## config.mk

```make
export PLATFORM = sky130hd
export DESIGN_NAME = oblu_queue
export DESIGN_NICKNAME = d
export VERILOG_FILES = /design/src/hw/rtl/oblu_pkg.sv /design/src/hw/rtl/oblu_queue.sv
export SDC_FILE = /design/constraint.sdc
export NUM_CORES = 1
export LEC_CHECK = 0
export ABC_AREA = 1
export BUFFER_PORTS_ARGS = -buffer_cell sky130_fd_sc_hd__buf_2
export CAP_MARGIN = 20
export CORE_MARGIN = 2
export CORE_UTILIZATION = 30
export DETAILED_ROUTE_END_ITERATION = 16
export PLACE_DENSITY_LB_ADDON = 0.25
export SYNTH_ARGS = -nofsm -noshare
export SYNTH_HDL_FRONTEND = slang
export SYNTH_SLANG_ARGS = --single-unit
```

## constraint.sdc

```tcl
create_clock -name clk -period 12.32 [get_ports clk]
set_input_delay 0.616 -clock clk [delete_from_list [all_inputs] [get_ports clk]]
set_output_delay 0.616 -clock clk [all_outputs]
set_load 0.02 [all_outputs]
```

## src/hw/rtl/oblu_pkg.sv

```systemverilog
// shared types, constants and helpers for the order book level update unit
// depends on nothing; every rtl file imports it
`timescale 1ns / 1ps
`default_nettype none

package oblu_pkg;

  // book geometry
  localparam int LEVELS_PER_SIDE = 64;
  localparam int LVL_W           = $clog2(LEVELS_PER_SIDE);
  localparam int ENTRIES         = 2 * LEVELS_PER_SIDE;
  localparam int IDX_W           = LVL_W + 1;
  localparam int QUEUE_DEPTH     = 2;
  localparam int QPTR_W          = $clog2(QUEUE_DEPTH);
  localparam int QCNT_W          = $clog2(QUEUE_DEPTH + 1);

  // price grid, units of 0.0001
  localparam logic [31:0] BASE_PRICE = 32'd1000000;
  localparam logic [31:0] TICK_STEP  = 32'd100;
  localparam logic [30:0] COUNT_MAX  = 31'h7fff_ffff;

  // message operations
  typedef enum logic [1:0] {
    OP_ADD    = 2'd0,
    OP_CANCEL = 2'd1,
    OP_MODIFY = 2'd2,
    OP_NONE   = 2'd3
  } op_t;

  // back end sequencer
  typedef enum logic {
    BK_IDLE,
    BK_CALC
  } back_state_t;

  // incoming message
  typedef struct packed {
    logic [1:0]         mode;
    logic               is_bid;
    logic [5:0]         level_index;
    logic signed [31:0] qty_delta;
    logic [31:0]        new_price;
  } msg_t;

  // outgoing result
  typedef struct packed {
    logic [31:0] level_price;
    logic [30:0] level_size;
    logic [30:0] level_orders;
    logic [31:0] level_touches;
    logic [63:0] sequence_number;
  } res_t;

  // classified command handed from front to back
  typedef struct packed {
    op_t                op;
    logic [IDX_W-1:0]   idx;
    logic signed [31:0] delta;
    logic [31:0]        price;
    logic [31:0]        init_price;
  } cmd_t;

  // one stored price level
  typedef struct packed {
    logic [31:0] price;
    logic [30:0] size;
    logic [30:0] orders;
    logic [31:0] touches;
  } level_t;

  // queue status seen by both ends
  typedef struct packed {
    logic has_data;
    logic full;
  } q_status_t;

  // price a level holds after reset
  function automatic logic [31:0] reset_price(input logic is_bid,
                                              input logic [LVL_W-1:0] lvl);
    logic [31:0] off;
    off = 32'(lvl) * TICK_STEP;
    return is_bid ? (BASE_PRICE - off) : (BASE_PRICE + off);
  endfunction

endpackage

`default_nettype wire

```

## src/hw/rtl/oblu_queue.sv

```systemverilog
// two-entry command queue between front and back end
// depends on oblu_pkg
`timescale 1ns / 1ps
`default_nettype none

module oblu_queue import oblu_pkg::*; (
  input  wire logic      clk,
  input  wire logic      rst,
  input  wire logic      push,
  input  wire cmd_t      push_cmd,
  input  wire logic      pop,
  output      cmd_t      head,
  output      q_status_t q_status
);

  cmd_t slots [QUEUE_DEPTH];
  logic [QPTR_W-1:0] wr_ptr;
  logic [QPTR_W-1:0] rd_ptr;
  logic [QCNT_W-1:0] count;

  assign head              = slots[rd_ptr];
  assign q_status.has_data = (count != '0);
  assign q_status.full     = (count == QCNT_W'(QUEUE_DEPTH));

  // pointers and occupancy
  always_ff @(posedge clk) begin
    if (rst) begin
      wr_ptr <= '0;
      rd_ptr <= '0;
      count  <= '0;
    end else begin
      if (push) begin
        wr_ptr <= wr_ptr + QPTR_W'(1);
      end
      if (pop) begin
        rd_ptr <= rd_ptr + QPTR_W'(1);
      end
      if (push && !pop) begin
        count <= count + QCNT_W'(1);
      end else if (pop && !push) begin
        count <= count - QCNT_W'(1);
      end
    end
  end

  // slot storage
  always_ff @(posedge clk) begin
    if (push) begin
      slots[wr_ptr] <= push_cmd;
    end
  end

endmodule

`default_nettype wire

```

Word level (Yosys, flattened, before mapping)

Memories as Yosys holds them, arrays and structs flattened. A register that Yosys moved wholly into a read port is not among the register bits.
Cells that the tools add are included.

Memories: 1
Logic and storage cells: 21
RAM bits: 210
Flip-flop bits (word level): 4

Equal/unequal tests: 1
$add $sub $neg: 4
Multiplexer cells: 6
Reductions and logical operators: 6

Memories:

| name  | depth | bits a word | read ports | clocked after Yosys merged registers in | wr ports | line             | RTL |
|---|---|---|---|---|---|---|---|
| slots | 2     | 105         | 1          | 1                                       | 1        | oblu_queue.sv:16 | `cmd_t slots [QUEUE_DEPTH];` |

Operators with widths:

| operator                                          | count |
|---|---|
| two-way mux 1 bit                                 | 4 |
| two-way mux 2 bit                                 | 2 |
| nonzero test 2 bit                                | 2 |
| adder 1 bit (second input constant)               | 2 |
| adder 2 x 1 -> 2 bit (second input constant)      | 1 |
| == test 2 bit (second input constant)             | 1 |
| logical AND 1 bit                                 | 2 |
| zero test 1 bit                                   | 2 |
| subtractor 2 x 1 -> 2 bit (second input constant) | 1 |

Logic depth before layout (Yosys ltp)

Gate-level depths: netlist of the first run.

Word-level depth: 4
Mapped depth: 8
Mapped depth without buffers: 8

Worst setup path before layout of the first run

OpenSTA, ideal clock, no wires.

Path type: input to register
From: input push
To: memory slots[0][0] (netlist bit) (enable)
Required time: 11.747 ns
Data arrival time: 5.050 ns
Stages: 2
Path slack: 6.697 ns
Path through: inv_1 -> nor2_1

Word-level cells in the longest chain between the ends: 2

RTL lines:

| what                                    | line             | RTL |
|---|---|---|
| from (decl)                             | oblu_queue.sv:9  | `input wire logic push,` |
| two-way mux 1 bit                       | oblu_queue.sv:48 | `if (push) begin` |
| two-way mux 1 bit (implied by the code) | oblu_queue.sv:49 | `slots[wr_ptr] <= push_cmd;` |
| to (decl)                               | oblu_queue.sv:16 |  |

No other way between the ends.

==> impl_metrics.csv, run 1 <==
group,metric,value,unit
run_status,status,"finished clean",
yosys,avgSynthCellArea,22.4,um2
place,dpl_worst_slack,9.29,ns
setup_path,worstSetupEndpointType,"output pin",
yosys,synthTopCellsByArea,"edfxtp_1, mux2_4, mux2_2",
power_and_ir_drop,p_per_area,167,nW/um2
yosys,ys_ff_latch,215,
sta,period_minus_slack,3.47,ns
detailed_routing,ant_nets,0,
clock_network,cts_max_path_buffers,3,
clock_network,htree_levels,1,
power_and_ir_drop,peakVddDrop,0.0883,mV
yosys,synth_cell_types,18,
global_routing,grt_max_degree,56,
detailed_routing,viasPerCell,4.32,
die,row_count,59,
finish,layout_common_cells,"buf_2, edfxtp_1, mux2_2",
sta,finClkSkew,0.0112,ns
die,start_util,30.7,%
sta,relSlewSlack,39.9,%
detailed_routing,drtIter0Drc,205,
yosys,yosysTopAreaCell,"edfxtp_1",
setup_path,start_kind,"register",
detailed_routing,num_vias,4090,
global_routing,grt_pass1_vias,4452,
die,coreArea,26200,um2
sta,finalHoldViolCount,0,
setup_path,reg2reg_slack,10.15,ns
finish,synthToLayoutAreaGrowth,26.0,%
worst_hold_path,hp-class,"input port to register",
sta,slew_viol_final,0,
detailed_routing,drc,0,
place,place_congestion,0.691,
clock_network,cts_sinks,215,
place,io_buffers,215,
place,dp_hpwl,10.1,mm
sta,fmax,0.288,GHz
sta,fin_setup_tns,0,ns
finish,multi_input_area,1470,um2
setup_path,crit_arrival,2.86,ns
die,die_w,168,um
global_routing,grt_overflow,0,
die,ios,216,
clock_network,cts_tree,"yes",
power_and_ir_drop,total_leakage_power,0.00389,uW
finish,drive_above_1_share,58.1,%
die,die_area,28200,um2
yosys,synth_cells,360,
global_routing,grt_pass1_wl,23.7,mm
finish,fillCellCount,2469,
die,die-height,168,um
clock_network,clock_latency,0.51,ns
setup_path,cp_max_fo,53,
yosys,syn_area,8050,um2
sta,period_share,28.2,%
setup_path,critPathRequiredTime,11.70,ns
clock_network,post-cts-setup-buffers,0,
clock_network,cts_buffers,24,
finish,final_common_cell,"buf_2",
setup_path,crit_type,"register to output pin",
yosys,yosysSeqAreaShare,79.5,%
yosys,synth_warnings,0,
clock_network,ctsResizeCount,0,
detailed_routing,detail_route.wl_per_cell,16.6,um
global_routing,antenna_found_initial,4,
detailed_routing,first_pass_iters,4,
detailed_routing,routed_wirelength,15.7,mm
sta,setup_viol,0,
finish,nets,703,
clock_network,clk_pin_slew,0.06,ns
finish,regArea,6410,um2
sta,worst_slack,8.85,ns
job,maxCapViolations,0,
sta,grt_setup_unrepaired,"false",
yosys,synth_largest_type_area_fraction,78.3,%
finish,fin_util,38.7,%
sta,worst_pin_slew,0.901,ns
global_routing,track_usage,10.7,%
yosys,synthesis.nets,470,
clock_network,ctsHoldBuffers,0,
clock_network,root_buffer,"clkbuf_16",
-- kinds of logic after synthesis --
family                     count (synthesis)  synth area share [%]
AOI/OAI and AO/OA                          2                 0.124
xor gates and xnor gates                   1                 0.109
adders and majority gates                  1                 0.155
buffers and inverters                     21                  2.30
DFF                                      215                  79.5
muxes                                    105                  17.0
and+or+nand+nor                           15                 0.761
-- path summary, 6_finish.rpt --
kind                  endpoint  cells past startpoint    startpoint
setup reg to reg  slots[1][14]                      3        wr_ptr
hold / removal    slots[1][73]                      1  push_cmd[73]
setup / recovery      head[19]                      3      register
hold reg to reg       register                      2        rd_ptr
-- cell usage after synthesis (all sizes together) --
cell type and instances:
nor3 1, buf 12, inv 9, a21oi 1, ha 1, nor2 6, nand4 1, dfxtp 5
mux2 105, o21ai 1, edfxtp 210, nand2 6, nand3 1, xnor2 1
-- critical path, cell delays in order, from the launching register on --
cell and delay (ns):
dfxtp_4 0.89, buf_4 0.85, mux2_2 0.41, buf_2 0.16
-- cell type report --
class	instances	share of cell area, %
sequential	215	63.2
multi-input combinational	124	14.5
timing repair buffer	219	10.9
clock buffer	36	6.57
tap	335	4.13
inverter	9	0.358
clock inverter	8	0.333
antenna	1	0.0247
-- power by group --
part / leakage (uW) / switching [uW] / internal, uW
logic: 0.00154 / 111 / 85.8
clock network: 0.000341 / 262 / 371
registers: 0.00201 / 16.9 / 848
-- metal layers --
layer / up-vias / routed length, um / GRT usage (%) / part of all wire [%]
li1: 1880 / - / - / -
met1: 2002 / 6370 / 12.5 / 41
met2: 165 / 7440 / 17.9 / 47
met3: 37 / 1490 / 4.35 / 9.5
met4: 6 / 359 / 3.82 / 2.3
met5: - / 39 / 0 / 0.25
-- through the flow --
stage / total power, uW / area [um2] / hold WS (ns) / std cells
2_1_floorplan: 1020 / 8050 / 0.480 / 360
3_3_place_gp: 1080 / 9440 / 0.500 / 902
3_5_place_dp: 1080 / 9440 / 0.509 / 902
4_1_cts: 1720 / 10100 / 0.259 / 946
5_1_grt: 1770 / 10100 / 0.263 / 946
6_report: 1690 / 10100 / 0.293 / 947
-- registers in the layout (all words and copies together) (netlist names), named ones only --
name,cells
wr_ptr,1
rd_ptr,1
slots,210
count,2
(Power assumes the default switching activity.)
==> run 2, diff against run 1 <==
Clock period 12.32 ns to 3.6 ns, I/O delays scaled along.
==> run 2 against run 1 <==
- largest cell class unchanged
- final area increased by 11%
- count of clock-buffer cells in the layout decreased by 2
- sequential power increased to 3.4 times the previous value
- sequential share of layout area decreased by 6.2 points
- via count increased by 8.0%
- critical endpoint is now head[25]
- routed wire length increased by 1.3%
- critical path type unchanged
- setup slack got worse by 7.6 ns
==> impl_metrics.csv, run 2 (synthesized netlist as in run 1, its figures left out) <==
group,metric,value,unit
power_and_ir_drop,peakVddDrop,0.413,mV
worst_hold_path,hold_start,"push",
finish,final_common_cell,"buf_2",
sta,fmax,0.425,GHz
detailed_routing,first_pass_iters,4,
finish,synthToLayoutAreaGrowth,39.7,%
die,die-height,168,um
clock_network,cts_tree,"yes",
clock_network,root_buffer,"clkbuf_16",
sta,finalHoldViolCount,0,
finish,diodes,0,
detailed_routing,routed_wirelength,15.9,mm
place,dp_hpwl,9.83,mm
detailed_routing,num_vias,4419,
worst_hold_path,min_path_cells,3,
finish,layout_common_cells,"buf_2, edfxtp_1, dlygate4sd3_1",
finish,drive_above_1_share,49.2,%
detailed_routing,drtIter0Drc,235,
clock_network,cts_max_path_buffers,3,
sta,grt_setup_unrepaired,"false",
clock_network,cts_buffers,24,
setup_path,crit_type,"register to output pin",
setup_path,cp_max_fo,36,
die,ios,216,
clock_network,htree_levels,1,
die,coreArea,26200,um2
setup_path,crit_arrival,2.18,ns
detailed_routing,ant_nets,0,
clock_network,post-cts-setup-buffers,0,
sta,setup_viol,0,
clock_network,cts_sinks,215,
global_routing,grt_overflow,0,
detailed_routing,drc,0,
sta,fin_setup_tns,0,ns
global_routing,grt_pass1_vias,4846,
sta,slew_viol_final,0,
place,io_buffers,215,
place,place_congestion,0.683,
sta,finClkSkew,0.00408,ns
global_routing,grt_max_degree,106,
die,start_util,30.7,%
setup_path,ff2ff_path_depth,3,
worst_hold_path,hp-class,"input port to register",
detailed_routing,viasPerCell,4.20,
power_and_ir_drop,p_per_area,522,nW/um2
sta,period_minus_slack,2.36,ns
setup_path,rr_startpoint,"wr_ptr",
finish,reg_top3,"slots: 210 flops, count: 2 flops",
die,die_area,28200,um2
setup_path,start_kind,"register",
global_routing,antenna_found_initial,1,
finish,largest_register_ffs,210,
setup_path,critPathRequiredTime,3.42,ns
power_and_ir_drop,p_total,5880,uW
finish,regMostFlops,"slots",
run_status,status,"finished clean",
die,row_count,59,
sta,worst_pin_slew,0.730,ns
clock_network,clock_latency,0.50,ns
die,die_w,168,um
sta,relSlewSlack,51.3,%
global_routing,track_usage,11.1,%
clock_network,clk_pin_slew,0.06,ns
finish,nets,811,
sta,period_share,65.4,%
setup_path,worstSetupEndpointType,"output pin",
job,maxCapViolations,0,
power_and_ir_drop,total_leakage_power,0.00435,uW
global_routing,grt_pass1_wl,24.9,mm
detailed_routing,detail_route.wl_per_cell,15.1,um
[run 2: cell types whose count changed in the layout (fill, tap and decap cells not counted)]
cell           change
buf_12             +3
buf_4              -3
clkbuf_1           -2
clkinv_1           +2
clkinv_2           -2
diode_2            -1
dlygate4sd3_1    +108
[run 2: per-stage QoR]
step	cell area (um2)	std cells	setup WS (ns)	utilization [%]	hold WS [ns]
final	11300	1052	1.24	42.9	0.0260
after global routing	11300	1052	1.11	42.9	0.0295
after CTS	11300	1052	1.16	42.9	0.0107
after detailed placement	9480	902	1.72	36.2	0.371
after global placement	9480	902	1.77	36.2	0.367
after floorplan	8060	360	0.0931	-	0.252
[run 2: final cells by class]
cell class / instances / area, um2
clock inverter: 8 / 31.3
fill: 2324 / 15000
timing repair buffer: 327 / 2220
inverter: 9 / 36.3
sequential: 215 / 6410
clock buffer: 34 / 659
multi-input combinational: 124 / 1470
tap: 335 / 419
[run 2: repair_timing]
action | 4_1_cts | 5_1_grt
hold buffers | 108 | 0
endpoints found under the hold margin | 214 | 0
gates resized for setup | 0 | 0
[run 2: routing by layer]
metal | wire [um] | GRT usage [%] | share of wire, % | vias to the layer above
li1 | - | - | - | 2091
met1 | 6580 | 13.2 | 41 | 2133
met2 | 7730 | 19.2 | 49 | 161
met3 | 1090 | 3.43 | 6.8 | 32
met4 | 507 | 3.71 | 3.2 | 2
met5 | 13 | 0 | 0.082 | -
[run 2: path summary, 6_finish.rpt]
check / to / slack (ns)
setup / recovery: head[25] / 1.24
hold / removal: wr_ptr / 0.03
setup reg to reg: slots[1][23] / 1.79
hold reg to reg: rd_ptr / 0.52
[run 2: worst max-delay path, stage by stage (launching register included)]
cell and delay [ns]:
dfxtp_4 0.52, buf_4 0.56, mux2_2 0.40, buf_2 0.16
[run 2: report_power, final]
part	total (uW)	switching [uW]	internal (uW)
Combinational	791	416	375
Clock	2150	887	1260
Sequential	2940	39.9	2900
==> run 3, diff against run 2 <==
Clock period 3.6 ns to 2.4 ns, I/O delays scaled along.
==> run 3 against run 2 <==
- non-clock buffer count increased by 3
- flip-flop and latch count unchanged
- critical path depth unchanged
- global-route usage increased by 0.28 points
- final area increased by 0.99%
- total power increased by 56%
- count of clock-buffer cells in the layout decreased by 8
- utilization increased by 0.42 points
- routed wire length increased by 3.6%
- register-to-register slack got worse by 0.81 ns
- sequential share of layout area decreased by 0.56 points
==> impl_metrics.csv, run 3 (synthesized netlist as in run 1, its figures left out) <==
group,metric,value,unit
run_status,status,"finished clean",
clock_network,ctsHoldBuffers,108,
die,row_count,59,
global_routing,grt_pass1_vias,4967,
clock_network,clk_pin_slew,0.06,ns
clock_network,cts_sinks,215,
detailed_routing,ant_nets,0,
finish,final_common_cell,"buf_2",
sta,worst_slack,0.438,ns
global_routing,grt_max_degree,61,
sta,fmax,0.510,GHz
sta,relSlewSlack,57.6,%
clock_network,clock_latency,0.50,ns
sta,worst_pin_slew,0.636,ns
sta,fin_setup_tns,0,ns
global_routing,grt_pass1_wl,25.5,mm
clock_network,ctsResizeCount,0,
detailed_routing,viasPerCell,4.23,
clock_network,root_buffer,"clkbuf_16",
finish,layout_common_cells,"buf_2, edfxtp_1, dlygate4sd3_1",
setup_path,slowest_delay,0.43,ns
clock_network,post-cts-setup-buffers,0,
sta,setup_viol,0,
detailed_routing,drc,0,
worst_hold_path,min_path_cells,3,
die,ios,216,
die,start_util,30.7,%
place,dp_hpwl,10.2,mm
finish,diodes,0,
global_routing,grt_overflow,0,
clock_network,htree_levels,1,
place,place_congestion,0.707,
sta,period_minus_slack,1.96,ns
setup_path,start_kind,"register",
clock_network,cts_max_path_buffers,3,
sta,finalHoldViolCount,0,
detailed_routing,num_vias,4457,
setup_path,ff2ff_path_depth,2,
detailed_routing,first_pass_iters,4,
setup_path,critPathRequiredTime,2.28,ns
die,coreArea,26200,um2
worst_hold_path,hp-class,"input port to register",
global_routing,antenna_found_initial,0,
power_and_ir_drop,p_total,9140,uW
die,die_area,28200,um2
power_and_ir_drop,total_leakage_power,0.00440,uW
place,io_buffers,215,
setup_path,crit_arrival,1.84,ns
setup_path,cp_max_fo,20,
global_routing,track_usage,11.4,%
power_and_ir_drop,p_per_area,804,nW/um2
job,maxCapViolations,0,
die,die_w,168,um
clock_network,cts_buffers,23,
setup_path,slowest_stage,"dfxtp_4",
clock_network,cts_tree,"yes",
setup_path,cp_cell_sequence,"buf_4 -> mux2_2 -> buf_2",
place,dpl_worst_slack,0.947,ns
finish,nets,813,
setup_path,crit_type,"register to output pin",
setup_path,worstSetupEndpointType,"output pin",
finish,fillCellCount,2346,
power_and_ir_drop,peakVddDrop,0.529,mV
finish,drive_above_1_share,50.2,%
finish,reg_top3,"slots: 210 flops, count: 2 flops",
sta,period_share,81.7,%
finish,synthToLayoutAreaGrowth,41.1,%
die,die-height,168,um
finish,regMostFlops,"slots",
sta,grt_setup_unrepaired,"false",
finish,largest_register_ffs,210,
sta,slew_viol_final,0,
sta,finClkSkew,0.00459,ns
detailed_routing,detail_route.wl_per_cell,15.6,um
detailed_routing,drtIter0Drc,168,
detailed_routing,routed_wirelength,16.5,mm
==> run 3: cell count changes in the layout (fill, tap and decap cells not counted) <==
cell and delta:
inv_4 -1, clkbuf_1 -6, clkbuf_16 -2, buf_4 +1, clkinvlp_4 +1, clkinv_2 +3
buf_12 +2, bufinv_16 +4
==> run 3: where the power goes <==
group	total, uW	internal (uW)	switching [uW]
sequential	4400	4350	53.8
clock	3530	2170	1360
combinational	1210	574	636
total	9140	7090	2050
==> run 3: path summary, 6_finish.rpt <==
path | from | end | slack, ns
setup / recovery | register | head[84] | 0.44
setup reg to reg | wr_ptr | slots[0][57] | 0.98
hold reg to reg | wr_ptr | wr_ptr | 0.55
hold / removal | pop | register | 0.02
==> run 3: metal layers <==
layer	track usage [%]	wire [um]	vias up
met5	0	0	-
met4	3.48	337	0
met3	2.84	1130	29
met2	20.5	8220	154
met1	13.4	6800	2182
li1	-	-	2092
==> run 3: final cells by class <==
class / instances / area, um2 / area share [%]
Clock buffer: 26 / 587 / 5.16
Tap cell: 335 / 419 / 3.69
Clock inverter: 15 / 166 / 1.46
Sequential cell: 215 / 6410 / 56.4
Inverter: 9 / 37.5 / 0.330
Timing Repair Buffer: 330 / 2270 / 20.0
Multi-Input combinational cell: 124 / 1470 / 12.9
==> run 3: worst max-delay path: cells and delay by family, from the launching register on <==
kind                   cells  cell delay, ns
DFF                        1            0.43
muxes                      1            0.39
buffers and inverters      2            0.52
==> run 3: metrics by stage <==
step	utilization (%)	instances	cell area, um2	hold WS (ns)
global placement	36.4	905	9530	0.307
finish	43.4	1054	11400	0.0212
floorplan	-	360	8070	0.192
global route	43.4	1054	11400	0.0452
CTS	43.4	1054	11400	0.00411
detailed placement	36.4	905	9530	0.311
