[src/hw/rtl/oblu_pkg.sv]
// shared types, constants and helpers for the order book level update unit
// depends on nothing; every rtl file imports it
`timescale 1ns / 1ps
`default_nettype none

package oblu_pkg;

  // book geometry
  localparam int LEVELS_PER_SIDE = 64;
  localparam int LVL_W           = $clog2(LEVELS_PER_SIDE);
  localparam int ENTRIES         = 2 * LEVELS_PER_SIDE;
  localparam int IDX_W           = LVL_W + 1;
  localparam int QUEUE_DEPTH     = 2;
  localparam int QPTR_W          = $clog2(QUEUE_DEPTH);
  localparam int QCNT_W          = $clog2(QUEUE_DEPTH + 1);

  // price grid, units of 0.0001
  localparam logic [31:0] BASE_PRICE = 32'd1000000;
  localparam logic [31:0] TICK_STEP  = 32'd100;
  localparam logic [30:0] COUNT_MAX  = 31'h7fff_ffff;

  // message operations
  typedef enum logic [1:0] {
    OP_ADD    = 2'd0,
    OP_CANCEL = 2'd1,
    OP_MODIFY = 2'd2,
    OP_NONE   = 2'd3
  } op_t;

  // back end sequencer
  typedef enum logic {
    BK_IDLE,
    BK_CALC
  } back_state_t;

  // incoming message
  typedef struct packed {
    logic [1:0]         mode;
    logic               is_bid;
    logic [5:0]         level_index;
    logic signed [31:0] qty_delta;
    logic [31:0]        new_price;
  } msg_t;

  // outgoing result
  typedef struct packed {
    logic [31:0] level_price;
    logic [30:0] level_size;
    logic [30:0] level_orders;
    logic [31:0] level_touches;
    logic [63:0] sequence_number;
  } res_t;

  // classified command handed from front to back
  typedef struct packed {
    op_t                op;
    logic [IDX_W-1:0]   idx;
    logic signed [31:0] delta;
    logic [31:0]        price;
    logic [31:0]        init_price;
  } cmd_t;

  // one stored price level
  typedef struct packed {
    logic [31:0] price;
    logic [30:0] size;
    logic [30:0] orders;
    logic [31:0] touches;
  } level_t;

  // queue status seen by both ends
  typedef struct packed {
    logic has_data;
    logic full;
  } q_status_t;

  // price a level holds after reset
  function automatic logic [31:0] reset_price(input logic is_bid,
                                              input logic [LVL_W-1:0] lvl);
    logic [31:0] off;
    off = 32'(lvl) * TICK_STEP;
    return is_bid ? (BASE_PRICE - off) : (BASE_PRICE + off);
  endfunction

endpackage

`default_nettype wire

[src/hw/rtl/oblu_front.sv]
// front end: accepts messages, decodes the operation and the table entry
// depends on oblu_pkg
`timescale 1ns / 1ps
`default_nettype none

module oblu_front import oblu_pkg::*; (
  input  wire logic      clk,
  input  wire logic      rst,
  input  wire logic      msg_valid,
  output      logic      msg_stall,
  input  wire msg_t      msg,
  input  wire q_status_t q_status,
  output      logic      push,
  output      cmd_t      push_cmd
);

  logic fr_valid;
  cmd_t fr_cmd;
  cmd_t fr_cmd_next;
  logic lvl_take;
  logic [LVL_W-1:0] lvl;

  // handshake: hold a decoded transaction until the queue has room
  assign push      = fr_valid && !q_status.full;
  assign msg_stall = fr_valid && q_status.full;
  assign lvl_take  = msg_valid && !msg_stall;
  assign push_cmd  = fr_cmd;

  // decode operation, entry index (bid levels first) and reset price
  assign lvl = msg.level_index[LVL_W-1:0];
  always_comb begin
    fr_cmd_next            = '0;
    fr_cmd_next.op         = op_t'(msg.mode);
    fr_cmd_next.idx        = {~msg.is_bid, lvl};
    fr_cmd_next.delta      = msg.qty_delta;
    fr_cmd_next.price      = msg.new_price;
    fr_cmd_next.init_price = reset_price(msg.is_bid, lvl);
  end

  // decoded stage register
  always_ff @(posedge clk) begin
    if (rst) begin
      fr_valid <= 1'b0;
    end else if (lvl_take) begin
      fr_valid <= 1'b1;
    end else if (push) begin
      fr_valid <= 1'b0;
    end
  end

  always_ff @(posedge clk) begin
    if (lvl_take) begin
      fr_cmd <= fr_cmd_next;
    end
  end

endmodule

`default_nettype wire

[config.mk]
export PLATFORM = sky130hd
export DESIGN_NAME = oblu_front
export DESIGN_NICKNAME = d
export VERILOG_FILES = /design/src/hw/rtl/oblu_pkg.sv /design/src/hw/rtl/oblu_front.sv
export SDC_FILE = /design/constraint.sdc
export NUM_CORES = 1
export LEC_CHECK = 0
export ABC_CLOCK_PERIOD_IN_PS = 14100
export BUFFER_PORTS_ARGS = -buffer_cell sky130_fd_sc_hd__clkbuf_2
export CAP_MARGIN = 0
export CORE_MARGIN = 10
export CORE_UTILIZATION = 49
export DETAILED_ROUTE_END_ITERATION = 8
export PLACE_DENSITY_LB_ADDON = 0.08
export SLEW_MARGIN = 20
export SYNTH_ARGS = -nofsm -noshare
export SYNTH_HDL_FRONTEND = slang
export SYNTH_SLANG_ARGS = --single-unit
[constraint.sdc]
create_clock -name clk -period 14.1 [get_ports clk]
set_clock_uncertainty 0.1 [all_clocks]
set_input_delay 2.82 -clock clk [delete_from_list [all_inputs] [get_ports clk]]
set_output_delay 2.82 -clock clk [all_outputs]
set_load 0.01 [all_outputs]
# Word-level counts from Yosys, hierarchy flattened
# Index checks and enable logic that the tools add are counted.
# totals
register_bits	106
in_bits	78
out_inout_bits	107
word_cells	19
# classes
add_sub_neg	2
n_mul	1
n_mux	3
bitwise	1
reduce_logical	6
# ops
op	count
32-bit 2-to-1 mux	1
20-bit by 13-bit adder with 21-bit output (first input constant)	1
20-bit by 13-bit subtractor with 21-bit output (first input constant)	1
6-bit by 5-bit multiplier with 11-bit output (second input constant)	1
1-bit logical AND	3
1-bit logical NOT	2
1-bit 2-to-1 mux	2
2-bit nonzero test	1
1-bit NOT	1

# Depth between registers and ports, before layout
# Gate-level depths: netlist of the first run.
# logic_depth
ltp_word	4
mapped_depth	13
depth_no_buf	12

# Worst setup path before layout of the first run
# No wires, ideal clock.
# synth_timing
path_kind	in2reg
from	input q_status[0] (netlist bit)
to	register fr_cmd (netlist bit push_cmd[100]), enable pin
setup_time_ns	0.539
t_arrival_ns	6.799
required_ns	13.461
path_slack_ns	6.662
stages	2
path_buffers	0
cell_sequence	and2_1 -> nor2b_1
# synth_via
elab_chain_cells	3
# synth_rtl
item	line	rtl
start: declaration	oblu_front.sv:12	input wire q_status_t q_status,
1-bit logical AND	oblu_front.sv:25	assign msg_stall = fr_valid && q_status.full;
1-bit logical NOT	oblu_front.sv:26	assign lvl_take = msg_valid && !msg_stall;
1-bit logical AND	oblu_front.sv:26	
net lvl_take	oblu_front.sv:20	logic lvl_take;
end signal: assignment	oblu_front.sv:53	fr_cmd <= fr_cmd_next;
end: declaration	oblu_front.sv:18	cmd_t fr_cmd;
# The timed path passes the listed nets, and every way through them passes these cells.
# A chain may end at the register's enable or synchronous reset.

# Worst setup path in the final report of the first run
# layout_timing
from	input q_status[0] (netlist bit)
to	output msg_stall
# layout_via
elab_chain_cells	1
# layout_rtl
item	line	rtl
1-bit logical AND	oblu_front.sv:25	
end: declaration	oblu_front.sv:10	output logic msg_stall,
# No other way between the ends.

==> results of run 1 <==
==> layout make-up <==
type                       count  area (µm²)  area share
tap                           99       123.9     0.02617
multi-input combinational    121       960.9      0.2030
inverter                       8       30.03    0.006344
clock inverter                 6       90.09     0.01903
sequential                    86        2572      0.5435
clock buffer                  10       127.6     0.02696
timing repair buffer         165       828.3      0.1750
==> path summary, 6_finish.rpt <==
| path | from | endpoint | slack, ns | cells after the start |
|---|---|---|---|---|
| max reg2reg | fr_valid | push_cmd[6] | 11.88 | 3 |
| min | fr_valid | fr_valid | 0.56 | 3 |
| min reg2reg | fr_valid | fr_valid | 0.56 | 3 |
| max | q_status[0] | msg_stall | 7.91 | 3 |
==> synth_stat cells, types with 2 or more instances <==
| library cell | count |
|---|---|
| a21oi_1 | 3 |
| and2_1 | 2 |
| xnor2_1 | 8 |
| edfxtp_1 | 85 |
| conb_1 | 2 |
| or3b_1 | 2 |
| buf_4 | 20 |
| nor2_1 | 8 |
| o21a_1 | 3 |
| ha_1 | 28 |
| xor2_1 | 4 |
| o211ai_1 | 2 |
| inv_1 | 8 |
| o21ai_0 | 4 |
| nor2b_1 | 2 |
| nand3_1 | 2 |
| o21ai_1 | 4 |
| nand2_1 | 8 |
==> sequential cells by signal, indices dropped and copies added (netlist names) <==
register  cells
push_cmd     85
fr_valid      1
==> power by group <==
part | switching [mW] | total, mW | internal [mW]
registers | 0.00490 | 0.314 | 0.309
logic | 0.0753 | 0.130 | 0.0550
clock network | 0.0871 | 0.188 | 0.101
total | 0.167 | 0.632 | 0.465
==> kinds of logic (layout without fill, tap and decap cells) <==
family          after synthesis  in the layout  share of synthesized area
xor+xnor                     13             13                    0.03317
buf+inv                      30            189                    0.05369
fa+ha+maj                    29             29                     0.1012
flops                        86             86                     0.7031
compound gates               28             28                    0.06087
simple gates                 32             32                    0.04583
other cells                   2             19                   0.002053
==> layer usage <==
metal  up-vias  GRT usage  part of all wire
met5         -          0                 0
met2       115     0.2460              0.50
met3        12    0.08213              0.12
li1       1116          -                 -
met1      1081     0.1519              0.37
met4         0    0.03868             0.010
==> worst min-delay path, delay by kind of cell (launching register included) <==
family | cells | cell delay, ns
flip-flops | 1 | 0.31
AND/OR/NAND/NOR | 3 | 0.31
==> stage by stage <==
| step | std cells | setup slack, ns | utilization | hold WS (ns) | area (µm²) |
|---|---|---|---|---|---|
| CTS | 495 | 7.902 | 0.6526 | 0.5697 | 4733 |
| detailed placement | 479 | 7.904 | 0.6226 | 0.5525 | 4516 |
| global placement | 479 | 7.913 | 0.6226 | 0.5428 | 4516 |
| global route | 495 | 7.860 | 0.6526 | 0.6462 | 4733 |
| finish | 495 | 7.909 | 0.6526 | 0.5640 | 4733 |
| floorplan | 237 | 6.662 | - | 0.5291 | 3722 |
==> placed cells by master (no fill, tap or decap), drive strengths merged, types with 2 or more instances in the layout <==
cell type,count
or3b,2
a211oi,2
clkbuf,174
conb,19
xor2,5
edfxtp,85
nor2b,2
nand2,8
nor2,9
and2,3
o21ai,9
inv,11
nand3,2
a311oi,2
o211ai,2
a21oi,3
xnor2,8
bufinv,2
o22ai,2
ha,28
o21a,3
==> impl_metrics.tcl, run 1 <==
set metrics [dict create \
    slew_violations 0 \
    clockBufferDepth 2 \
    antenna_found_initial 0 \
    start_kind "input port" \
    final_net_count 498 \
    num_rows 31 \
    clkLatencyLatePin_ns 0.35 \
    grt_max_degree 68 \
    design.core.area_mm2 0.007253 \
    wl_per_cell_um 17.22 \
    syn2layout_area_growth_pct 29.38 \
    cts-htree-levels 3 \
    synth_top_area_frac 0.6977 \
    n_fill_cell 584 \
    wl_um 8524 \
    grt_remaining_overflow 0 \
    cpMostUsedCell "clkbuf_2" \
    p_leak_nw 2.146 \
    drive_gt1_frac 0.4798 \
    viasPerCell 4.695 \
    worst-setup-path-type "input port to output pin" \
    ctsResizeCount 0 \
    syn_area_per_cell_um2 16.63 \
    vias 2324 \
    synth_edf_count 85 \
    rsz0062_at_grt "false" \
    grt_pass1_vias 2399 \
    crit_buf_inv 2 \
    hold_path.class "flop to flop" \
    worstMarginPinSlew_ns 0.8132 \
    grtUsageTotal 0.1450 \
    antenna_cells 0 \
    worstPathRequired_ns 11.18 \
    antenna_left 0 \
    critical-path-slowest-cell "and2_1" \
    hold_buffers 0 \
    endpoint_kind "output pin" \
    crit_chain "clkbuf_2, and2_1, clkbuf_2" \
    fin_crit_ns 6.191 \
    ys_ff_latch 86 \
    synth.distinct_cells 43 \
    die_y_um 106.4 \
    cts.sinks 86 \
    yosysTopAreaCell "edfxtp_1" \
    clk_pin_slew_ns 0.08 \
    pwr_density_cell_mw_per_mm2 133.6 \
    timing_hold_violations_final 0 \
    drt_iter0_drc 127 \
    post_cts_buffers 0 \
    first_pass_iters 4 \
    postSynthCellCount 220 \
    arrival_ns 3.27 \
    finalSetupViolations 0 \
    yosys_warnings 0 \
    synth_area_leaders "edfxtp_1 (70%), ha_1 (9.6%), buf_4 (4.1%)" \
    grt_pass1_wl_um 12860 \
    max_slew_margin 0.4578 \
    slowest_delay_ns 0.20 \
    die-width_um 106.4 \
    synth_ff_type "edfxtp_1" \
    status "finished, final reports clean" \
    drc 0 \
    finalSetupTns_ns 0 \
    vdd.ir_drop.worst_v 0.00007560 \
    netlist_area_mm2 0.003659 \
    io_buffers 164 \
    async_flop_share 0 \
    dp_hpwl_um 6914 \
    place.gp.congestion 0.7165 \
    die_area_mm2 0.01132 \
    cts_root_buf "clkbuf_8" \
    numCtsBuffers 9 \
    initial_core_util 0.5044 \
    power_mw 0.6325 \
    max_freq_ghz 0.1615 \
    pin_count 185 \
    critPathMaxFanout 3 \
    period_share 0.4391 \
    yosysSeqAreaShare 0.7031 \
    drv_cap 0 \
    tritoncts "done" \
    crit_family "buffers and inverters" \
]
No activity file was read; power rests on OpenSTA's default activity.
==> run 2: changes to the inputs <==
--- a/config.mk
+++ b/config.mk
@@ -5,11 +5,12 @@
 export SDC_FILE = /design/constraint.sdc
 export NUM_CORES = 1
 export LEC_CHECK = 0
-export ABC_CLOCK_PERIOD_IN_PS = 14100
+export ABC_AREA = 1
+export ABC_CLOCK_PERIOD_IN_PS = 5000
 export BUFFER_PORTS_ARGS = -buffer_cell sky130_fd_sc_hd__clkbuf_2
 export CAP_MARGIN = 0
 export CORE_MARGIN = 10
-export CORE_UTILIZATION = 49
+export CORE_UTILIZATION = 41
 export DETAILED_ROUTE_END_ITERATION = 8
 export PLACE_DENSITY_LB_ADDON = 0.08
 export SLEW_MARGIN = 20
==> constraint.sdc (replaced) <==
create_clock -name clk -period 5 [get_ports clk]
set_clock_uncertainty 0.1 [all_clocks]
set_input_delay 1 -clock clk [delete_from_list [all_inputs] [get_ports clk]]
set_output_delay 1 -clock clk [all_outputs]
set_load 0.01 [all_outputs]
==> run 2 against run 1 <==
Global-route usage is 1.6 points lower. Clock power grew to 2.6 times the previous value. Synthesized area is 0.75% higher. Flip-flop and latch count stayed put. Critical path type is now input port to flop. Synthesized cell count is 18% higher. First-iteration DRC count is 22% higher.
==> impl_metrics.tcl, run 2 <==
set metrics [dict create \
    status "finished, final reports clean" \
    yosysSeqAreaShare 0.6979 \
    num_rows 34 \
    final_cell_mix "clkbuf_2 (164), edfxtp_1 (85), nand2_1 (41)" \
    synth_top_area_frac 0.6925 \
    cts-htree-levels 3 \
    max_slew_margin 0.6409 \
    vdd.ir_drop.worst_v 0.0001527 \
    final_net_count 540 \
    viasPerCell 4.489 \
    synth_area_leaders "edfxtp_1 (69%), ha_1 (9.5%), buf_4 (4.3%)" \
    grt_pass1_wl_um 13250 \
    crit_buf_inv 3 \
    ys_ff_latch 86 \
    post_cts_buffers 0 \
    final_common_cell "clkbuf_2" \
    holdPathStages 2 \
    crit_family "adder cells" \
    synth_edf_count 85 \
    p_switching_mw 0.4919 \
    cpMostUsedCell "nand2_1" \
    tritoncts "done" \
    pin_count 185 \
    grt_remaining_overflow 0 \
    synthAdderAreaFrac 0.1005 \
    synth_compound_area_frac 0.02580 \
    io_buffers 164 \
    die_area_mm2 0.01318 \
    crit_chain "clkbuf_2, inv_1, ha_1, ha_1, ha_1, fa_1, inv_1, ha_1, nand3_1, nand2_1, nand2_1, nand2_1, nand3_1, nand2_1, nand2_1, nand2_1, nand2_1" \
    drc 0 \
    power.share.clock 0.285 \
    dp_hpwl_um 7453 \
    die-width_um 114.8 \
    fin_crit_ns 3.584 \
    pwr_density_cell_mw_per_mm2 362.5 \
    yosys_warnings 0 \
    period_share 0.7168 \
    worst-setup-path-type "input port to flop" \
    yosysMostFrequentCell "edfxtp_1" \
    yosysTopAreaCell "edfxtp_1" \
    antenna_found_initial 0 \
    wl_per_cell_um 16.63 \
    hold_buffers 0 \
    endpoint_kind "flop" \
    ctsResizeCount 0 \
    async_flop_share 0 \
    placed_cell_area_mm2 0.004571 \
    worstPathRequired_ns 5.01 \
    max_freq_ghz 0.2790 \
    place.gp.congestion 0.7612 \
    crit_cells 17 \
    drive_gt1_frac 0.4429 \
    timing_hold_violations_final 0 \
    largest_reg_flops 85 \
    p_seq_frac 0.508 \
    die_y_um 114.8 \
    synthSimpleGateAreaFrac 0.08248 \
    grt_pass1_vias 2437 \
    postSynthCellCount 260 \
    hold_path.class "flop to flop" \
    start_kind "input port" \
    vias 2451 \
    grtUsageTotal 0.1293 \
    p_leak_nw 2.304 \
    cts.sinks 86 \
    worstMarginPinSlew_ns 0.5386 \
    finalSetupTns_ns 0 \
    arrival_ns 3.60 \
    synth_ff_type "edfxtp_1" \
    critPathMaxFanout 5 \
    synth_top_family_by_area "adder cells" \
    netlist_area_mm2 0.003686 \
    cts_root_buf "clkbuf_8" \
    syn_area_per_cell_um2 14.18 \
    numCtsBuffers 9 \
    slew_violations 0 \
    antenna_cells 0 \
    power_frac_comb 0.207 \
    finalSetupViolations 0 \
    antenna_left 0 \
    synthTopCellsByCount "edfxtp_1 (85), nand2_1 (41), ha_1 (28), inv_1 (27), buf_4 (21)" \
    first_pass_iters 5 \
    initial_core_util 0.4227 \
    synth.distinct_cells 23 \
    critical-path-slowest-cell "fa_1" \
    p_int_mw 1.238 \
    final_cell_area_mm2 0.004772 \
    synth_xor_area_frac 0.01901 \
    clk_pin_slew_ns 0.09 \
    wl_um 9081 \
    syn2layout_area_growth_pct 29.46 \
    grt_max_degree 44 \
    drt_iter0_drc 155 \
    slowest_delay_ns 0.55 \
    clkLatencyLatePin_ns 0.35 \
    p_sw_frac 0.2843 \
    rsz0062_at_grt "false" \
    drv_cap 0 \
    synthMuxAreaShare 0 \
    design.core.area_mm2 0.008721 \
    r2r_cells 4 \
    clockBufferDepth 2 \
]
-- run 2: worst reg2reg max path, stage by stage, from the launching register on --
cell and delay (ns):
dfxtp_1 0.32, nand2_1 0.07, inv_1 0.07, nor2_4 0.10, buf_4 0.45
-- run 2: cell families (layout without fill, tap and decap cells) --
group | count (synthesis) | after routing
AOI/OAI and AO/OA | 17 | 17
xor gates and xnor gates | 8 | 8
adders and majority gates | 29 | 29
buffers and inverters | 50 | 211
DFF | 86 | 86
other | 2 | 19
and+or+nand+nor | 68 | 68
-- run 2: path summary, 6_finish.rpt --
check           start      endpoint  slack (ns)
max reg2reg  fr_valid  push_cmd[93]        3.48
max           msg[66]  push_cmd[12]        1.42
min reg2reg  fr_valid      fr_valid        0.39
min          fr_valid      fr_valid        0.39
-- run 2: area by class of cell --
cell class,instances,area (µm²)
repair buffers,166,835.8
clock buffers,9,123.9
inverters,29,108.9
well taps,108,135.1
fillers,764,3949
clock inverters,7,77.57
flip-flops and latches,86,2572
multi-input cells,141,918.4
-- run 2: per-stage QoR --
| step | std cells | utilization | power, mW | setup WS, ns | hold slack [ns] |
|---|---|---|---|---|---|
| global placement | 530 | 0.5241 | 1.251 | 1.045 | 0.3559 |
| floorplan | 277 | - | 1.135 | 1.109 | 0.3478 |
| finish | 546 | 0.5472 | 1.730 | 1.416 | 0.3867 |
| detailed placement | 530 | 0.5241 | 1.259 | 1.035 | 0.3732 |
| CTS | 546 | 0.5472 | 1.754 | 1.421 | 0.3869 |
| global route | 546 | 0.5472 | 1.831 | 1.228 | 0.4152 |
-- run 2: power by group through the flow --
stage | Clock (mW) | Combinational, mW | Sequential, mW
floorplan | 0 | 0.206 | 0.929
global placement | 0 | 0.356 | 0.895
detailed placement | 0 | 0.363 | 0.896
CTS | 0.511 | 0.364 | 0.880
global route | 0.539 | 0.407 | 0.885
finish | 0.494 | 0.358 | 0.879
-- run 2: routing by layer --
layer	vias up	wire length [µm]	global-route usage
met1	1136	3722	0.1456
met2	105	4407	0.2193
met4	0	82	0.05446
li1	1204	-	-
met3	6	868	0.04427
met5	-	0	0
==> run 3: changes to the inputs <==
--- a/config.mk
+++ b/config.mk
@@ -5,12 +5,12 @@
 export SDC_FILE = /design/constraint.sdc
 export NUM_CORES = 1
 export LEC_CHECK = 0
-export ABC_AREA = 1
-export ABC_CLOCK_PERIOD_IN_PS = 5000
+export ABC_AREA = 0
+export ABC_CLOCK_PERIOD_IN_PS = 3360
 export BUFFER_PORTS_ARGS = -buffer_cell sky130_fd_sc_hd__clkbuf_2
 export CAP_MARGIN = 0
 export CORE_MARGIN = 10
-export CORE_UTILIZATION = 41
+export CORE_UTILIZATION = 46
 export DETAILED_ROUTE_END_ITERATION = 8
 export PLACE_DENSITY_LB_ADDON = 0.08
 export SLEW_MARGIN = 20
==> constraint.sdc (replaced) <==
create_clock -name clk -period 3.36 [get_ports clk]
set_clock_uncertainty 0.1 [all_clocks]
set_input_delay 0.672 -clock clk [delete_from_list [all_inputs] [get_ports clk]]
set_output_delay 0.672 -clock clk [all_outputs]
set_load 0.01 [all_outputs]
==> run 3 against run 2 <==
Clock power up 48%. Final cell count down 5.1%. Cell area up 4.2%. Worst setup slack worse by 1.2 ns. Die area down 9.6%. Count of clock-buffer cells in the layout unchanged. Sequential share of layout area down 2.2 points.
==> impl_metrics.tcl, run 3 (synthesis gave the netlist of run 1 again) <==
set metrics [dict create \
    status "finished, final reports clean" \
    num_rows 32 \
    cts_root_buf "clkbuf_8" \
    grt_remaining_overflow 0 \
    die_area_mm2 0.01192 \
    rrSetupSlack_ns 1.61 \
    hold_path.class "input port to flop" \
    clkLatencyLatePin_ns 0.35 \
    clockBufferDepth 2 \
    die-width_um 109.2 \
    final_common_cell "clkbuf_2" \
    largest_reg_flops 85 \
    cts-htree-levels 3 \
    hold_start "rst" \
    slowest_delay_ns 0.54 \
    pin_count 185 \
    drive_gt1_frac 0.5385 \
    vdd.ir_drop.worst_v 0.0003555 \
    syn2layout_area_growth_pct 35.88 \
    design.core.area_mm2 0.007727 \
    dp_hpwl_um 7531 \
    hold_buffers 0 \
    period_share 0.9477 \
    tritoncts "done" \
    clk_pin_slew_ns 0.10 \
    crit_chain "clkbuf_2, inv_2, ha_4, ha_4, ha_4, fa_1, inv_2, ha_4, a31o_1, a211oi_2, o21a_1, o22ai_2, xnor2_1" \
    r2r-start "fr_valid" \
    max_freq_ghz 0.3141 \
    arrival_ns 3.16 \
    holdPathStages 2 \
    place.gp.congestion 0.7679 \
    grt_pass1_wl_um 13020 \
    numCtsBuffers 9 \
    placed_cell_area_mm2 0.004760 \
    rsz0062_at_grt "false" \
    viasPerCell 4.624 \
    post-route-util 0.6433 \
    antenna_cells 0 \
    finalSetupViolations 0 \
    drc 0 \
    r2r_cells 3 \
    power_mw 2.695 \
    fin_crit_ns 3.184 \
    antenna_found_initial 0 \
    slew_violations 0 \
    drv_cap 0 \
    timing.rr.end "push_cmd[98]" \
    final_cell_area_mm2 0.004971 \
    die_y_um 109.2 \
    final_cell_mix "clkbuf_2 (164), edfxtp_1 (85), buf_4 (21)" \
    grt_pass1_vias 2442 \
    vias 2395 \
    worstMarginPinSlew_ns 0.7817 \
    p_leak_nw 2.235 \
    antenna_left 0 \
    endpoint_kind "flop" \
    drt_iter0_drc 89 \
    start_kind "input port" \
    wl_per_cell_um 17.54 \
    wl_um 9087 \
    initial_core_util 0.4734 \
    worst-setup-path-type "input port to flop" \
    critPathMaxFanout 4 \
    hold_end "fr_valid" \
    max_slew_margin 0.4788 \
    grt_max_degree 65 \
    cts.sinks 86 \
    io_buffers 164 \
    timing_hold_violations_final 0 \
    pwr_density_cell_mw_per_mm2 542.1 \
    first_pass_iters 4 \
    final_net_count 518 \
    worstPathRequired_ns 3.34 \
    critical-path-slowest-cell "fa_1" \
    cpMostUsedCell "ha_4" \
    grtUsageTotal 0.1425 \
]
## run 3: changes by cell type in the layout (fill, tap and decap cells not counted), moves of 6 or more
cell | previous run | this run
buf_4 | 2 | 21
ha_1 | 28 | 20
ha_4 | 0 | 7
inv_1 | 27 | 5
nand2_1 | 41 | 8
nand3_1 | 9 | 2
xnor2_1 | 2 | 8
## run 3: through the flow
stage	hold slack (ns)	setup slack [ns]	instances	TNS (ns)
6_report	0.3699	0.1758	518	0
5_1_grt	0.3450	0.03972	518	0
4_1_cts	0.3464	0.1594	518	0
3_5_place_dp	0.5576	-0.2219	502	-0.8068
3_3_place_gp	0.5416	-0.1802	502	-0.5986
2_1_floorplan	0.5622	0.01321	237	0
## run 3: final cells by class
type / instances / area (µm²)
clock inverters: 7 / 80.08
clock buffers: 9 / 123.9
well taps: 102 / 127.6
flip-flops and latches: 86 / 2572
inverters: 8 / 30.03
repair buffers: 185 / 978.4
fillers: 610 / 2756
multi-input cells: 121 / 1059
## run 3: worst max-delay path, delay by kind of cell
| kind | cells | cell delay, ns |
|---|---|---|
| compound gates | 4 | 0.69 |
| fa+ha+maj | 5 | 1.40 |
| xor+xnor | 1 | 0.15 |
| buf+inv | 3 | 0.26 |
## run 3: worst max path at each step
stage,endpoint,slack [ns],startpoint,cells after the start
after floorplan,push_cmd[12],0.01,msg[66],12
after CTS,push_cmd[14],0.16,msg[66],11
after global placement,push_cmd[12],-0.18,msg[66],13
after detailed placement,push_cmd[12],-0.22,msg[66],13
final,push_cmd[12],0.18,msg[66],13
after global routing,push_cmd[12],0.04,msg[66],13
## run 3: report_power, final
| group | leakage, nW | total (mW) | switching [mW] | internal, mW |
|---|---|---|---|---|
| sequential | 0.830 | 1.32 | 0.0240 | 1.30 |
| combinational | 1.30 | 0.644 | 0.343 | 0.301 |
| clock | 0.102 | 0.730 | 0.376 | 0.354 |
| total | 2.23 | 2.69 | 0.742 | 1.95 |
## run 3: what timing repair did
action                     4_1_cts  5_1_grt
gates resized for setup          0        1
setup endpoints to repair        0        1
buffers inserted                 0        0
## run 3: metal layers
layer / track usage / part of all wire
met5: 0 / 0
met2: 0.2511 / 0.52
met4: 0.04926 / 0.0063
met1: 0.1548 / 0.36
met3: 0.05251 / 0.11
